File: config.mk
export PLATFORM = sky130hd
export DESIGN_NAME = decimal_number_text_parser
export DESIGN_NICKNAME = d
export VERILOG_FILES = /design/src/rtl/dntp_pkg.sv /design/src/rtl/decimal_number_text_parser.sv
export SDC_FILE = /design/constraint.sdc
export NUM_CORES = 1
export LEC_CHECK = 0
export BUFFER_PORTS_ARGS = -buffer_cell sky130_fd_sc_hd__buf_2
export CORE_MARGIN = 8
export CORE_UTILIZATION = 40
export CTS_BUF_LIST = sky130_fd_sc_hd__clkbuf_4
export CTS_CLUSTER_SIZE = 12
export DETAILED_ROUTE_END_ITERATION = 10
export PLACE_DENSITY = 0.53
export REMOVE_ABC_BUFFERS = 1
export SLEW_MARGIN = 0
export SYNTH_ARGS = -nofsm -noshare
export SYNTH_HDL_FRONTEND = slang
export SYNTH_SLANG_ARGS = --single-unit
File: constraint.sdc
create_clock -name clock -period 7.9 [get_ports clock]
set_input_delay 0.79 -clock clock [delete_from_list [all_inputs] [get_ports clock]]
set_output_delay 0.79 -clock clock [all_outputs]
set_load 0.02 [all_outputs]
File: src/rtl/dntp_pkg.sv
package dntp_pkg;

   localparam int unsigned MAX_DIGITS = 19;
   localparam int unsigned LEN_BITS   = 16;
   localparam int unsigned KEPT_BITS  = 5;
   localparam int unsigned SCALE_BITS = 17;
   localparam int unsigned EXPV_BITS  = 14;
   localparam int unsigned EXP_BITS   = 16;
   localparam int unsigned SIG_BITS   = 64;
   localparam int unsigned EXP_MAX    = 9999;

   // negative, significand, dec_exponent, consumed, padded to whole bytes
   localparam int unsigned RSP_FIELDS_W = 1 + SIG_BITS + EXP_BITS + LEN_BITS;
   localparam int unsigned RSP_DATA_W   = ((RSP_FIELDS_W + 7) / 8) * 8;

   localparam logic [7:0] CH_ZERO  = 8'h30;
   localparam logic [7:0] CH_NINE  = 8'h39;
   localparam logic [7:0] CH_PLUS  = 8'h2B;
   localparam logic [7:0] CH_MINUS = 8'h2D;
   localparam logic [7:0] CH_DOT   = 8'h2E;
   localparam logic [7:0] CH_LOW_E = 8'h65;
   localparam logic [7:0] CH_UP_E  = 8'h45;

   typedef enum logic [6:0] {
      PH_IDLE  = 7'b0000001,
      PH_BEGIN = 7'b0000010,
      PH_INT   = 7'b0000100,
      PH_FRAC  = 7'b0001000,
      PH_E     = 7'b0010000,
      PH_ESIGN = 7'b0100000,
      PH_EDIG  = 7'b1000000
   } phase_type;

endpackage

File: src/rtl/decimal_number_text_parser.sv
// channel  | direction | tdata (low bit up)                          | tuser
// req_     | in        | ch[7:0]                                     | start_req
// rsp_     | out       | negative, significand[63:0], dec_exponent,  | ok
//          |           | consumed[15:0], zero pad to 104 bits        |
//
// One character is taken per cycle while req_tready is high; the result of the
// terminating character appears in the output register on the next cycle. The
// rate is set by the per-character multiply-by-ten-and-add on the 64-bit
// significand register. Synchronous reset leaves the parser idle, ignoring
// characters until a start. req_tready drops only while the output register
// holds a result that rsp_tready is not taking.
module decimal_number_text_parser (
   input  logic                              clock,
   input  logic                              reset,
   input  logic                              req_tvalid,
   output logic                              req_tready,
   input  logic [7:0]                        req_tdata,   // ch
   input  logic                              req_tuser,   // start_req
   output logic                              rsp_tvalid,
   input  logic                              rsp_tready,
   output logic [dntp_pkg::RSP_DATA_W-1:0]   rsp_tdata,   // negative, significand,
                                                          // dec_exponent, consumed
   output logic                              rsp_tuser    // ok
);
   import dntp_pkg::*;

   localparam logic [LEN_BITS-1:0]   LEN_MAX   = '1;
   localparam logic [SCALE_BITS-1:0] SCALE_MAX = {1'b0, {(SCALE_BITS-1){1'b1}}};
   localparam logic [SCALE_BITS-1:0] SCALE_MIN = {1'b1, {(SCALE_BITS-1){1'b0}}};

   phase_type                phase_ff, phase_in, ph;
   logic                     sign_ff, sign_in;
   logic [SIG_BITS-1:0]      acc_ff, acc_in;
   logic [KEPT_BITS-1:0]     kept_ff, kept_in;
   logic [SCALE_BITS-1:0]    scale_ff, scale_in;
   logic                     seen_ff, seen_in;
   logic [EXPV_BITS-1:0]     expv_ff, expv_in;
   logic                     expneg_ff, expneg_in;
   logic [LEN_BITS-1:0]      count_ff, count_in;
   logic [LEN_BITS-1:0]      mlen_ff, mlen_in;

   logic                     rsp_valid_ff;
   logic                     rsp_ok_ff, rsp_ok_in;
   logic                     rsp_neg_ff, rsp_neg_in;
   logic [SIG_BITS-1:0]      rsp_sig_ff, rsp_sig_in;
   logic [EXP_BITS-1:0]      rsp_exp_ff, rsp_exp_in;
   logic [LEN_BITS-1:0]      rsp_len_ff, rsp_len_in;

   logic                     accept, emit;
   logic [7:0]               ch;
   logic                     is_digit, is_sign, is_e, is_dot;
   logic [3:0]               dig;
   logic                     c_sign, c_seen, c_expneg;
   logic [SIG_BITS-1:0]      c_acc, acc_x10;
   logic [KEPT_BITS-1:0]     c_kept;
   logic [SCALE_BITS-1:0]    c_scale;
   logic [EXPV_BITS-1:0]     c_expv;
   logic [LEN_BITS-1:0]      c_count, c_mlen, count_inc;
   logic                     acc_zero, kept_full;
   logic [EXPV_BITS+3:0]     expv_x10;
   logic [EXPV_BITS-1:0]     expv_next;
   logic signed [SCALE_BITS:0] e_sum;
   logic [EXP_BITS-1:0]      e_clamped;

   assign accept     = req_tvalid && req_tready;
   assign req_tready = !rsp_valid_ff || rsp_tready;

   assign ch       = req_tdata;
   assign is_digit = (ch >= CH_ZERO) && (ch <= CH_NINE);
   assign is_sign  = (ch == CH_PLUS) || (ch == CH_MINUS);
   assign is_e     = (ch == CH_LOW_E) || (ch == CH_UP_E);
   assign is_dot   = (ch == CH_DOT);
   assign dig      = is_digit ? 4'(ch - CH_ZERO) : 4'd0;

   // a start clears the number before this character is taken
   assign ph       = req_tuser ? PH_BEGIN : phase_ff;
   assign c_sign   = req_tuser ? 1'b0 : sign_ff;
   assign c_acc    = req_tuser ? '0 : acc_ff;
   assign c_kept   = req_tuser ? '0 : kept_ff;
   assign c_scale  = req_tuser ? '0 : scale_ff;
   assign c_seen   = req_tuser ? 1'b0 : seen_ff;
   assign c_expv   = req_tuser ? '0 : expv_ff;
   assign c_expneg = req_tuser ? 1'b0 : expneg_ff;
   assign c_count  = req_tuser ? '0 : count_ff;
   assign c_mlen   = req_tuser ? '0 : mlen_ff;

   assign acc_x10   = (c_acc << 3) + (c_acc << 1) + SIG_BITS'(dig);
   assign acc_zero  = (c_acc == '0);
   assign kept_full = (c_kept >= KEPT_BITS'(MAX_DIGITS));
   assign count_inc = (c_count == LEN_MAX) ? c_count : c_count + 1'b1;
   assign expv_x10  = ((EXPV_BITS+4)'(c_expv) << 3) + ((EXPV_BITS+4)'(c_expv) << 1)
                    + (EXPV_BITS+4)'(dig);
   assign expv_next = (expv_x10 > (EXPV_BITS+4)'(EXP_MAX)) ? EXPV_BITS'(EXP_MAX)
                                                            : expv_x10[EXPV_BITS-1:0];

   always_comb begin
      e_sum = (SCALE_BITS+1)'(signed'(c_scale));
      if (ph == PH_EDIG) begin
         if (c_expneg) begin
            e_sum = e_sum - signed'((SCALE_BITS+1)'(c_expv));
         end else begin
            e_sum = e_sum + signed'((SCALE_BITS+1)'(c_expv));
         end
      end
      priority if (e_sum > (SCALE_BITS+1)'(32767)) begin
         e_clamped = 16'h7FFF;
      end else if (e_sum < -(SCALE_BITS+1)'(32768)) begin
         e_clamped = 16'h8000;
      end else begin
         e_clamped = e_sum[EXP_BITS-1:0];
      end
   end

   always_comb begin
      phase_in  = ph;
      sign_in   = c_sign;
      acc_in    = c_acc;
      kept_in   = c_kept;
      scale_in  = c_scale;
      seen_in   = c_seen;
      expv_in   = c_expv;
      expneg_in = c_expneg;
      count_in  = c_count;
      mlen_in   = c_mlen;
      emit      = 1'b0;
      unique case (ph)
         PH_IDLE: begin
         end
         PH_BEGIN: begin
            priority if (is_sign) begin
               sign_in  = (ch == CH_MINUS);
               count_in = count_inc;
               phase_in = PH_INT;
            end else if (is_digit) begin
               count_in = count_inc;
               phase_in = PH_INT;
            end else if (is_dot) begin
               count_in = count_inc;
               phase_in = PH_FRAC;
            end else begin
               emit = 1'b1;
            end
         end
         PH_INT: begin
            priority if (is_digit) begin
               count_in = count_inc;
            end else if (is_dot) begin
               count_in = count_inc;
               phase_in = PH_FRAC;
            end else if (is_e && c_seen) begin
               mlen_in  = c_count;
               count_in = count_inc;
               phase_in = PH_E;
            end else begin
               emit = 1'b1;
            end
         end
         PH_FRAC: begin
            priority if (is_digit) begin
               count_in = count_inc;
               seen_in  = 1'b1;
               if (!kept_full) begin
                  if (!(acc_zero && dig == 4'd0)) begin
                     acc_in  = acc_x10;
                     kept_in = c_kept + 1'b1;
                  end
                  if (c_scale != SCALE_MIN) begin
                     scale_in = c_scale - 1'b1;
                  end
               end
            end else if (is_e && c_seen) begin
               mlen_in  = c_count;
               count_in = count_inc;
               phase_in = PH_E;
            end else begin
               emit = 1'b1;
            end
         end
         PH_E: begin
            priority if (is_sign) begin
               expneg_in = (ch == CH_MINUS);
               count_in  = count_inc;
               phase_in  = PH_ESIGN;
            end else if (is_digit) begin
               expv_in  = expv_next;
               count_in = count_inc;
               phase_in = PH_EDIG;
            end else begin
               emit = 1'b1;
            end
         end
         PH_ESIGN, PH_EDIG: begin
            if (is_digit) begin
               expv_in  = expv_next;
               count_in = count_inc;
               phase_in = PH_EDIG;
            end else begin
               emit = 1'b1;
            end
         end
         default: begin
         end
      endcase
      // integer digit: shared by the begin and integer phases
      if ((ph == PH_BEGIN || ph == PH_INT) && is_digit) begin
         seen_in = 1'b1;
         if (!(acc_zero && dig == 4'd0)) begin
            if (!kept_full) begin
               acc_in  = acc_x10;
               kept_in = c_kept + 1'b1;
            end else if (c_scale != SCALE_MAX) begin
               scale_in = c_scale + 1'b1;
            end
         end
      end
      if (emit) begin
         phase_in = PH_IDLE;
      end
   end

   always_comb begin
      rsp_ok_in  = c_seen;
      rsp_neg_in = c_seen && c_sign;
      rsp_sig_in = c_seen ? c_acc : '0;
      rsp_exp_in = c_seen ? e_clamped : '0;
      if (!c_seen) begin
         rsp_len_in = '0;
      end else if (ph == PH_E || ph == PH_ESIGN) begin
         rsp_len_in = c_mlen;
      end else begin
         rsp_len_in = c_count;
      end
   end

   always_ff @(posedge clock) begin
      if (reset) begin
         phase_ff  <= PH_IDLE;
         sign_ff   <= 1'b0;
         acc_ff    <= '0;
         kept_ff   <= '0;
         scale_ff  <= '0;
         seen_ff   <= 1'b0;
         expv_ff   <= '0;
         expneg_ff <= 1'b0;
         count_ff  <= '0;
         mlen_ff   <= '0;
      end else if (accept) begin
         phase_ff  <= phase_in;
         sign_ff   <= sign_in;
         acc_ff    <= acc_in;
         kept_ff   <= kept_in;
         scale_ff  <= scale_in;
         seen_ff   <= seen_in;
         expv_ff   <= expv_in;
         expneg_ff <= expneg_in;
         count_ff  <= count_in;
         mlen_ff   <= mlen_in;
      end
   end

   always_ff @(posedge clock) begin
      if (reset) begin
         rsp_valid_ff <= 1'b0;
      end else if (accept && emit) begin
         rsp_valid_ff <= 1'b1;
      end else if (rsp_tready) begin
         rsp_valid_ff <= 1'b0;
      end
   end

   always_ff @(posedge clock) begin
      if (accept && emit) begin
         rsp_ok_ff  <= rsp_ok_in;
         rsp_neg_ff <= rsp_neg_in;
         rsp_sig_ff <= rsp_sig_in;
         rsp_exp_ff <= rsp_exp_in;
         rsp_len_ff <= rsp_len_in;
      end
   end

   assign rsp_tvalid = rsp_valid_ff;
   assign rsp_tuser  = rsp_ok_ff;
   assign rsp_tdata  = RSP_DATA_W'({rsp_len_ff, rsp_exp_ff, rsp_sig_ff, rsp_neg_ff});

`ifndef SYNTHESIS
   a_emit_goes_idle: assert property (@(posedge clock) disable iff (reset)
      accept && emit |=> phase_ff == PH_IDLE)
      else $error("parser not idle after result");

   a_kept_bound: assert property (@(posedge clock) disable iff (reset)
      kept_ff <= KEPT_BITS'(MAX_DIGITS))
      else $error("kept digit count beyond limit");

   a_fail_zero: assert property (@(posedge clock) disable iff (reset)
      rsp_tvalid && !rsp_tuser |-> rsp_tdata == '0)
      else $error("failed result carries nonzero fields");

   a_ok_len: assert property (@(posedge clock) disable iff (reset)
      rsp_tvalid && rsp_tuser |-> rsp_tdata[RSP_FIELDS_W-1 -: LEN_BITS] != '0)
      else $error("valid number with zero length");

   a_idle_silent: assert property (@(posedge clock) disable iff (reset)
      accept && !req_tuser && phase_ff == PH_IDLE |=> !rsp_tvalid || $stable(rsp_tdata))
      else $error("result from idle parser");
`endif

endmodule
==> out/metrics.csv, run 1 <==
stage,metric,value,unit
timing,final period utilization,67.00,%
routing,Detailed Route Iter0 Violations,1103,
routing,1st-pass router iterations,6,
routing,average routed wire per standard cell,19.96,µm
power,Lkg Pwr,8.524,nW
clocking,CTS Hold Bufs,0,
layout,"commonest non-fill, non-tap cell in the layout",nor2_1,
worst_setup_path,Worst Path Buf+Inv,3,
floorplan,IO Pins,120,
clocking,postcts setup bufs,0,
worst_setup_path,Worst EP required,8.58,ns
power,Worst VDD drop,0.09223,mV
logic_synthesis,Gate Count Post-Synth,2275,
power,Tot Pwr,2.779,mW
global_routing,largest net degree at the start of global routing,137,
placement,Detailed Place HPWL,44.31,mm
worst_setup_path,Setup crit end,acc_ff[56],
layout,Sequential Area,5806,µm²
worst_setup_path,critical path class,primary input to flop,
clocking,clock latency on the worst-skew pair,0.82,ns
clocking,CTS tree,yes,
logic_synthesis,Synth top area share,15.64,%
worst_setup_path,Setup crit start,req_tdata[6],
worst_setup_path,Reg2Reg Launch Point,expneg_ff,
routing,Post-Route WL,60.17,mm
clocking,CTS Root Cell,clkbuf_4,
hold_path,hold crit path type,primary input to flop,
layout,Layout fillers,4787,
worst_setup_path,reg2reg path depth,12,
clocking,CTS sink count,241,
global_routing,total congestion overflow,0,
logic_synthesis,synth warn,0,
logic_synthesis,"Seq/Total Area, Yosys",30.85,%
floorplan,height of the die,232.9,µm
clocking,Max clock buf depth,3,
floorplan,initial core utilization,40.51,%
timing,clock skew,0.08521,ns
global_routing,via count of the first global-routing pass,17300,
logic_synthesis,Synth area leader,edfxtp_1,
worst_setup_path,Max stage delay on crit path,0.67,ns
placement,Final GP Congestion,0.9425,
global_routing,All-Layer GR Usage,21.63,%
clocking,CTS resizes,0,
worst_setup_path,CP top delay family,simple AND/OR/NAND/NOR gates,
logic_synthesis,"FF+latch count, synth",241,
layout,"leading cell types in the layout, fill and taps excluded","nor2_1 (225), a21oi_1 (204), nand2_1 (184)",
clocking,clk slew on worst S/H paths,0.06,ns
worst_setup_path,endpoint class of the critical path,flop,
power,Pwr per Cell Area,134.8,nW/µm²
timing,RSZ-0062 raised after global routing,false,
logic_synthesis,asr flop ratio synth,0,%
global_routing,initial antenna violation count,1,
timing,Setup Viol. Count Final,0,
timing,fmax,188.9,MHz
routing,"antenna viol nets, final",0,
timing,Tmin final,5.293,ns
worst_setup_path,"critical path fanouts, max",18,
global_routing,first-pass GRT wire length,94.68,mm
timing,Slew @ Worst Pin,1.148,ns
timing,setup TNS,0,ns
logic_synthesis,Mean Syn Cell Area,8.273,µm²
floorplan,Die Wd,232.9,µm
logic_synthesis,ys flop type,dfxtp_1,
worst_setup_path,startpoint types,primary input,
worst_setup_path,worst-path cell chain,buf_2 -> nor3b_2 -> and3_1 -> and2_1 -> inv_1 -> fa_1 -> inv_1 -> fa_1 -> a211oi_1 -> o21ai_0 -> and3_1 -> o21bai_2 -> a21oi_1 -> o211ai_1 -> a211oi_1 -> or4_1 -> a32o_1,
timing,Max Slew Vio Count,0,
logic_synthesis,unique cell type count in the Yosys netlist,103,
clocking,TritonCTS buffer count,73,
outcome,status,"finished, final reports clean",
worst_setup_path,reg2reg setup slack,3.00,ns
layout,area occupied by multi-input gates,12260,µm²
routing,# DRC,0,
job,total of max-cap violations,0,
worst_setup_path,worst r2r dst,rsp_exp_ff[5],
timing,headroom to the max-slew limit,22.85,%
routing,via count,17700,
layout,fraction of layout instances using a drive strength above 1,12.55,%
floorplan,core area,46460,µm²
floorplan,Die Footprint,54250,µm²
floorplan,standard-cell rows,79,
worst_setup_path,Worst path slowest cell,and3_1,
timing,"Hold Vio Cnt, Final",0,
logic_synthesis,dominant cells by area after synthesis,"edfxtp_1 (16%), dfxtp_1 (15%), ha_1 (11%)",
clocking,depth of the CTS H-tree,3,
routing,Vias/cell,5.873,
layout,layout net count,2542,
worst_setup_path,critical path depth in cells,17,
worst_setup_path,critical path data arrival time,5.97,ns
logic_synthesis,number of synthesized flops with an enable pin,98,
logic_synthesis,synthesized cell area,18820,µm²
placement,IO Port Bufs,112,
layout,Area Overhead vs Synth,9.566,%
-- power by group --
group / internal, mW / switching [mW]
clock network: 0.620 / 0.586
registers: 1.32 / 0.00843
logic: 0.0699 / 0.178
-- metal layers --
| layer | vias to the layer above | GRT usage [%] | routed length, µm |
|---|---|---|---|
| met3 | 125 | 3.459 | 3140 |
| met2 | 492 | 36.72 | 28610 |
| met5 | - | 0 | 0 |
| met1 | 8493 | 27.11 | 26550 |
| li1 | 8591 | - | - |
| met4 | 0 | 8.739 | 1872 |
-- worst register-to-register path, stage by stage, from the launching register on --
cell	delay, ns
dfxtp_1	0.55
nor2b_1	0.48
mux2i_1	0.40
ha_1	0.29
nor2b_1	0.14
o2111a_1	0.25
o311ai_1	0.38
a2111oi_0	0.18
or3_1	0.40
o31a_1	0.29
xnor3_1	0.24
nor3_2	0.78
o31ai_1	0.16
-- per-stage QoR --
step / setup slack, ns / instances / hold slack [ns] / util (%) / area [µm²]
4_1_cts: 2.780 / 3013 / 0.2711 / 44.38 / 20620
3_5_place_dp: 1.923 / 2884 / 0.4527 / 42.46 / 19730
2_1_floorplan: 2.940 / 2146 / 0.4262 / - / 18230
6_report: 2.607 / 3014 / 0.3670 / 44.39 / 20620
3_3_place_gp: 2.043 / 2884 / 0.4425 / 42.46 / 19730
5_1_grt: 2.283 / 3014 / 0.3321 / 44.39 / 20620
-- state kept, by name, indices dropped and copies added, names as in the netlist --
name and cells:
seen_ff 1, rsp_tuser 1, expv_ff 14, sign_ff 1, scale_ff 17, phase_ff 7
rsp_sig_ff 64, rsp_len_ff 16, rsp_exp_ff 16, mlen_ff 16, rsp_neg_ff 1, expneg_ff 1
count_ff 16, rsp_tvalid 1, kept_ff 5, acc_ff 64
-- cell type report --
class,count,share of cell area [%]
diodes,1,0.01214
flip-flops and latches,241,28.15
repair buffers,131,3.495
multi-input cells,1857,59.44
clock inverters,22,0.4369
inverters,48,0.8859
well taps,607,3.683
clock buffers,107,3.895
-- cell families (layout without fill, tap and decap cells) --
group	Yosys count	in the layout	synth area share, %
AND/OR/NAND/NOR	887	887	24.34
AO/OA/AOI/OAI	676	676	23.25
flip-flops	241	241	30.85
buffers and inverters	183	308	4.221
adder cells (fa/ha/maj)	177	177	11.97
XOR/XNOR	87	87	4.122
multiplexers	23	23	1.230
other	1	8	0.01993
-- how the worst min path moves through the flow --
stage	startpoint	endpoint	depth (start not counted)
floorplan	expv_ff[13]	expv_ff[13]	2
global placement	mlen_ff[14]	mlen_ff[14]	2
detailed placement	mlen_ff[14]	mlen_ff[14]	2
CTS	req_tdata[0]	expv_ff[0]	3
global route	rsp_tready	rsp_tvalid	3
finish	req_tdata[0]	expv_ff[0]	3
-- synthesized netlist by cell type (all sizes together) (19+ instances only) --
library cell and count:
nand4 38, edfxtp 98, a21oi 204, nand2 185, a31oi 21, ha 172
mux2i 22, nand3 53, a211oi 24, a22oi 54, o31ai 26, dfxtp 143
inv 47, and2 85, a21o 42, xor2 31, xnor2 55, nor3 56
and3 22, nor2 225, nor4 37, nor2b 102, buf 45, o21ai 141
nand2b 19, clkbuf 90, o21a 25
Note: power is estimated with default switching activity, not from simulation.
==> run 2: changes to the inputs <==
ABC_AREA = 1   (was default)
clock period = 5.2 ns   (was 7.9 ns; I/O delays follow)
==> out/metrics.csv, run 2 <==
stage,metric,value,unit,change
power,Lkg Pwr,12.66,nW,+49%
worst_setup_path,Max stage delay on crit path,0.74,ns,+0.07 ns
placement,Placed Cells,4437,,+54%
layout,"Core Util, Final",44.13,%,-0.25 points
placement,Final GP Congestion,0.9525,,+1.1%
hold_path,hold endpoint,count_ff[7],,
timing,Tmin final,4.175,ns,
worst_setup_path,"critical path fanouts, max",15,,-3
worst_setup_path,CP top delay family,compound AO/OA/AOI/OAI gates,,
placement,Placed Area,23750,µm²,+20%
hold_path,hold crit path type,primary input to flop,,
logic_synthesis,Gate Count Post-Synth,3649,,+60%
hold_path,hold path depth,2,,-1
layout,Non-Filler Instances,4576,,+52%
logic_synthesis,dominant cells by area after synthesis,"nand2_1 (17%), edfxtp_1 (13%), dfxtp_1 (13%)",,
worst_setup_path,endpoint class of the critical path,flop,,
logic_synthesis,Synth area leader,nand2_1,,
timing,final period utilization,80.29,%,
worst_setup_path,worst r2r dst,rsp_exp_ff[1],,
clocking,CTS Root Cell,clkbuf_4,,
logic_synthesis,Synth top area share,16.87,%,+1.2 points
clocking,CTS sink count,241,,unchanged
layout,area occupied by multi-input gates,14140,µm²,+15%
layout,"leading cell types in the layout, fill and taps excluded","nand2_1 (1013), inv_1 (506), nor2_1 (465)",,
placement,IO Port Bufs,112,,unchanged
timing,setup TNS,0,ns,unchanged
floorplan,initial core utilization,40.24,%,-0.27 points
worst_setup_path,worst-path cell chain,inv_1 -> nor2_1 -> inv_1 -> ha_1 -> nand3_1 -> nor3_1 -> nand2_1 -> nor3_1 -> nor2_1 -> xor2_1 -> inv_1 -> ha_1 -> a21oi_1 -> o21ai_0 -> a21oi_1 -> nand3_1 -> nand2_1 -> o21ai_0 -> o21ai_2 -> a21oi_1,,
timing,Slew @ Worst Pin,1.099,ns,-0.04991 ns
layout,layout net count,3948,,+55%
timing,RSZ-0062 raised after global routing,false,,
layout,Sequential Area,5806,µm²,unchanged
global_routing,via count of the first global-routing pass,22510,,+30%
floorplan,Die Wd,253.5,µm,+8.8%
floorplan,height of the die,253.5,µm,+8.8%
global_routing,All-Layer GR Usage,24.44,%,+2.8 points
timing,"Hold Vio Cnt, Final",0,,unchanged
worst_setup_path,reg2reg setup slack,1.02,ns,-1.98 ns
clocking,depth of the CTS H-tree,3,,unchanged
logic_synthesis,unique cell type count in the Yosys netlist,60,,-42%
timing,Max Slew Vio Count,0,,unchanged
timing,headroom to the max-slew limit,26.59,%,+3.7 points
logic_synthesis,ys flop type,dfxtp_1,,
layout,Area Overhead vs Synth,9.667,%,about the same
routing,Post-Route WL,79.66,mm,+32%
routing,"antenna viol nets, final",0,,unchanged
logic_synthesis,synth cell count leaders,"nand2_1 (1014), inv_1 (508), nor2_1 (466)",,
worst_setup_path,critical path data arrival time,4.68,ns,-1.29 ns
global_routing,largest net degree at the start of global routing,92,,-33%
floorplan,standard-cell rows,87,,+10%
logic_synthesis,synthesized cell area,22560,µm²,+20%
worst_setup_path,Worst Path Buf+Inv,3,,unchanged
layout,fraction of layout instances using a drive strength above 1,9.508,%,-3.0 points
layout,"commonest non-fill, non-tap cell in the layout",nand2_1,,
routing,Vias/cell,5.163,,-12%
layout,Layout fillers,6303,,+32%
worst_setup_path,Worst path slowest cell,o21ai_2,,
placement,Detailed Place HPWL,60.50,mm,+37%
logic_synthesis,most numerous cell in the Yosys netlist,nand2_1,,
clocking,clk slew on worst S/H paths,0.06,ns,about the same
worst_setup_path,Worst EP required,5.70,ns,-2.88 ns
worst_setup_path,startpoint types,flop,,
layout,Largest regs,"acc_ff (64), rsp_sig_ff (64), scale_ff (17)",,
timing,fmax,239.5,MHz,
layout,fin area,24740,µm²,+20%
routing,Detailed Route Iter0 Violations,1771,,+61%
worst_setup_path,critical path class,flop to flop,,
global_routing,first-pass GRT wire length,125.6,mm,+33%
outcome,status,"finished, final reports clean",,
worst_setup_path,Reg2Reg Launch Point,expv_ff[0],,
routing,# DRC,0,,unchanged
floorplan,Die Footprint,64260,µm²,+18%
logic_synthesis,"Seq/Total Area, Yosys",25.73,%,-5.1 points
clocking,Max clock buf depth,3,,unchanged
logic_synthesis,number of synthesized flops with an enable pin,98,,unchanged
clocking,CTS resizes,0,,unchanged
global_routing,total congestion overflow,0,,unchanged
floorplan,core area,56060,µm²,+21%
worst_setup_path,reg2reg path depth,20,,+8
timing,clock skew,0.06020,ns,-0.02501 ns
routing,average routed wire per standard cell,17.41,µm,-13%
power,Worst VDD drop,0.1506,mV,+63%
timing,Setup Viol. Count Final,0,,unchanged
clocking,clock latency on the worst-skew pair,0.82,ns,about the same
clocking,TritonCTS buffer count,74,,+1.4%
routing,via count,23630,,+33%
logic_synthesis,"FF+latch count, synth",241,,unchanged
placement,pre-CTS setup slack,0.4311,ns,-1.492 ns
global_routing,initial antenna violation count,2,,+1
clocking,CTS tree,yes,,
hold_path,Hold Startpoint,reset,,
logic_synthesis,Mean Syn Cell Area,6.183,µm²,-25%
timing,worst setup margin,1.025,ns,-1.582 ns
routing,1st-pass router iterations,5,,-1
job,total of max-cap violations,0,,unchanged
power,Pwr per Cell Area,200.2,nW/µm²,+49%
floorplan,IO Pins,120,,unchanged
logic_synthesis,synth warn,0,,unchanged
logic_synthesis,asr flop ratio synth,0,%,unchanged
[run 2: changes by cell type in the layout (fill, tap and decap cells not counted), sizes merged, moves of 37 or more]
cell | previous run | this run
a21o | 42 | 5
a21oi | 204 | 316
a22oi | 54 | 4
and2 | 85 | 2
inv | 53 | 529
nand2 | 185 | 1035
nand3 | 53 | 235
nor2 | 225 | 487
nor2b | 102 | 0
o21ai | 141 | 251
xnor2 | 55 | 13
[run 2: logic make-up after synthesis]
family                     count (synthesis)  synth area share, %
and+or+nand+nor                         1885                35.11
buffers and inverters                    649                11.72
AOI/OAI and AO/OA                        644                15.42
DFF                                      241                25.73
adders and majority gates                177                9.983
xor gates and xnor gates                  52                2.019
other                                      1              0.01662
[run 2: where the power goes]
part	switching [mW]	leakage, nW	internal, mW
combinational	0.621	9.99	0.268
clock	0.935	0.573	1.05
sequential	0.0351	2.09	2.04
[run 2: timing repair]
| action | CTS | global route |
|---|---|---|
| hold endpoints to repair | 1 | 0 |
| hold buffers | 1 | 0 |
| endpoints found under the setup margin | 0 | 0 |
| setup buffers | 0 | 0 |
[run 2: per-layer routing]
layer	part of all wire (%)	global-route usage (%)	up-vias
met1	48	34.10	10790
met4	1.9	6.591	0
met2	45	39.32	629
met5	0	0	-
met3	5.5	3.252	96
li1	-	-	12110
[run 2: cell type report]
cell class / instances / area share, %
clock inverter: 29 / 0.7181
inverter: 529 / 8.061
timing repair buffer: 147 / 3.500
antenna: 2 / 0.02023
clock buffer: 107 / 3.247
tap: 756 / 3.823
multi-input combinational: 2765 / 57.17
sequential: 241 / 23.47
[run 2: per-stage QoR]
| step | power [mW] | hold slack, ns |
|---|---|---|
| after floorplan | 2.718 | 0.4393 |
| after global placement | 3.008 | 0.4531 |
| after detailed placement | 3.002 | 0.4551 |
| after CTS | 5.031 | 0.08708 |
| after global routing | 5.252 | 0.1525 |
| final | 4.954 | 0.2048 |
[run 2: worst reg2reg max path, delay by kind of cell, from the launching register on]
kind            cells  cell delay [ns]
compound gates      6             1.62
simple gates        8             0.95
fa+ha+maj           2             0.53
flops               1             0.31
buf+inv             3             0.25
xor+xnor            1             0.20
[run 2: how the worst max path moves through the flow]
stage,startpoint,endpoint,slack (ns),depth (start not counted)
global placement,req_tuser,rsp_exp_ff[1],0.49,19
detailed placement,req_tuser,rsp_exp_ff[5],0.43,20
finish,expv_ff[0],rsp_exp_ff[1],1.02,20
CTS,expv_ff[0],rsp_exp_ff[0],1.10,20
global route,expv_ff[0],rsp_exp_ff[14],0.58,20
floorplan,rsp_tready,rsp_exp_ff[0],-2.39,6
==> run 3: changes to the inputs <==
ABC_AREA = 0   (was 1)
clock period = 4 ns   (was 5.2 ns; I/O delays follow)
==> out/metrics.csv, run 3 (synthesized netlist as in run 1, its figures left out) <==
stage,metric,value,unit,change
clocking,TritonCTS buffer count,73,,-1.4%
timing,"Hold Vio Cnt, Final",0,,unchanged
clocking,Max clock buf depth,3,,unchanged
floorplan,Die Wd,232.9,µm,-8.1%
power,Pwr per Cell Area,251.7,nW/µm²,+26%
worst_setup_path,Worst EP required,4.48,ns,-1.22 ns
hold_path,hold crit path type,primary input to flop,,
placement,Placed Cells,3206,,-28%
floorplan,IO Pins,120,,unchanged
layout,Area Overhead vs Synth,24.47,%,
layout,Layout fillers,4668,,-26%
worst_setup_path,Setup crit start,expv_ff[4],,
layout,Largest regs,"acc_ff (64), rsp_sig_ff (64), scale_ff (17)",,
clocking,clock latency on the worst-skew pair,0.81,ns,about the same
worst_setup_path,critical path data arrival time,4.60,ns,-0.08 ns
routing,average routed wire per standard cell,19.38,µm,+11%
worst_setup_path,endpoint class of the critical path,flop,,
routing,Detailed Route Iter0 Violations,974,,-45%
worst_setup_path,reg2reg setup slack,-0.12,ns,-1.15 ns
clocking,CTS Root Cell,clkbuf_4,,
global_routing,first-pass GRT wire length,102.2,mm,-19%
floorplan,height of the die,232.9,µm,-8.1%
clocking,CTS sink count,241,,unchanged
placement,Final GP Congestion,0.9182,,-3.6%
timing,final period utilization,103.1,%,+23 points
timing,clock skew,0.06624,ns,+0.006047 ns
clocking,clk slew on worst S/H paths,0.06,ns,about the same
timing,Slew @ Worst Pin,1.012,ns,-0.08604 ns
routing,Vias/cell,5.668,,+9.8%
layout,"leading cell types in the layout, fill and taps excluded","buf_4 (343), nor2_1 (224), a21oi_1 (202)",,
placement,Detailed Place HPWL,49.39,mm,-18%
outcome,failing checks,negative setup slack,,
clocking,depth of the CTS H-tree,3,,unchanged
worst_setup_path,worst r2r dst,rsp_exp_ff[10],,
floorplan,initial core utilization,40.51,%,+0.27 points
global_routing,initial antenna violation count,2,,unchanged
routing,"antenna viol nets, final",0,,unchanged
power,Tot Pwr,5.896,mW,+19%
timing,Tmin final,4.123,ns,-0.05172 ns
timing,fmax,242.5,MHz,+1.3%
layout,"Core Util, Final",50.43,%,+6.3 points
worst_setup_path,Setup crit end,rsp_exp_ff[10],,
routing,# DRC,0,,unchanged
timing,Setup Viol. Count Final,15,,+15
worst_setup_path,startpoint types,flop,,
global_routing,total congestion overflow,0,,unchanged
layout,layout net count,2874,,-27%
placement,IO Port Bufs,112,,unchanged
timing,Max Slew Vio Count,0,,unchanged
routing,via count,18990,,-20%
routing,Post-Route WL,64.96,mm,-18%
outcome,status,finished with violations,,
layout,area occupied by multi-input gates,12360,µm²,-13%
floorplan,core area,46460,µm²,-17%
layout,Sequential Area,5808,µm²,about the same
timing,setup TNS,-1.439,ns,-1.439 ns
layout,Non-Filler Instances,3351,,-27%
floorplan,standard-cell rows,79,,-9.2%
worst_setup_path,reg2reg path depth,18,,-10%
worst_setup_path,critical path class,flop to flop,,
power,Worst VDD drop,0.1779,mV,+18%
timing,final hold slack,0.1291,ns,-0.07572 ns
power,Lkg Pwr,10.29,nW,-19%
layout,fraction of layout instances using a drive strength above 1,23.89,%,+14 points
worst_setup_path,Reg2Reg Launch Point,expv_ff[4],,
clocking,CTS tree,yes,,
job,total of max-cap violations,0,,unchanged
timing,worst setup margin,-0.1235,ns,-1.148 ns
routing,1st-pass router iterations,5,,unchanged
timing,RSZ-0062 raised after global routing,true,,
timing,headroom to the max-slew limit,32.05,%,+5.5 points
worst_setup_path,"critical path fanouts, max",7,,-8
layout,"commonest non-fill, non-tap cell in the layout",buf_4,,
global_routing,All-Layer GR Usage,23.41,%,-1.0 points
global_routing,largest net degree at the start of global routing,60,,-35%
global_routing,via count of the first global-routing pass,19010,,-16%
floorplan,Die Footprint,54250,µm²,-16%
run 3: cell types whose count changed in the layout (fill, tap and decap cells not counted), sizes merged, moves of 83 or more:
cell / previous run / this run
a21oi: 316 / 204
and2: 2 / 85
buf: 146 / 460
inv: 529 / 48
nand2: 1035 / 185
nand3: 235 / 53
nor2: 487 / 225
nor2b: 0 / 102
o21ai: 251 / 141
run 3: stage by stage:
step | area (µm²) | setup WS [ns]
floorplan | 18230 | -0.5697
global placement | 22200 | -0.4516
detailed placement | 22200 | -0.5306
CTS | 23270 | 0.007993
global route | 23420 | -0.2950
finish | 23430 | -0.1235
run 3: final cells by class:
| type | count | share of cell area, % |
|---|---|---|
| flip-flops and latches | 241 | 24.79 |
| clock inverters | 22 | 0.7531 |
| repair buffers | 463 | 14.09 |
| diodes | 2 | 0.02136 |
| well taps | 607 | 3.242 |
| clock buffers | 111 | 3.557 |
| inverters | 48 | 0.7798 |
| multi-input cells | 1857 | 52.76 |
run 3: critical path, stage by stage, from the launching register on:
cell and delay (ns):
dfxtp_2 0.33, and2b_1 0.17, nor3_2 0.11, buf_4 0.14, nand4_1 0.19, o31ai_2 0.33
o31ai_2 0.13, xnor2_1 0.22, ha_1 0.30, a21oi_2 0.20, o21ai_2 0.08, nand3_1 0.08
nand2_1 0.06, or3_4 0.33, o31a_1 0.33, xnor3_2 0.28, a41oi_4 0.28, clkbuf_16 0.21
o31ai_1 0.07
run 3: how the worst min path moves through the flow:
stage | startpoint | to | slack, ns | cells after the start
floorplan | expv_ff[13] | expv_ff[13] | 0.43 | 2
global placement | mlen_ff[14] | mlen_ff[14] | 0.44 | 2
detailed placement | mlen_ff[14] | mlen_ff[14] | 0.45 | 2
CTS | req_tdata[5] | sign_ff | 0.05 | 5
global route | reset | kept_ff[3] | 0.12 | 2
finish | reset | acc_ff[23] | 0.13 | 2
run 3: what timing repair did:
item | 4_1_cts | 5_1_grt
setup buffers | 2 | 5
endpoints found under the setup margin | 15 | 23
pin swaps | 5 | 15
gates resized for setup | 6 | 22
hold buffers | 2 | 0
gates cloned | 0 | 1
hold endpoints to repair | 3 | 0
run 3: metal layers:
| metal | global-route usage, % | up-vias | part of all wire [%] |
|---|---|---|---|
| li1 | - | 9232 | - |
| met1 | 29.20 | 9059 | 44 |
| met2 | 39.78 | 546 | 48 |
| met3 | 3.873 | 154 | 5.2 |
| met4 | 9.521 | 2 | 3.2 |
| met5 | 0 | - | 0.017 |
run 3: report_power, final:
part / switching, mW / leakage (nW) / internal (mW)
clock: 1.23 / 0.590 / 1.46
sequential: 0.0176 / 2.09 / 2.60
combinational: 0.378 / 7.60 / 0.214
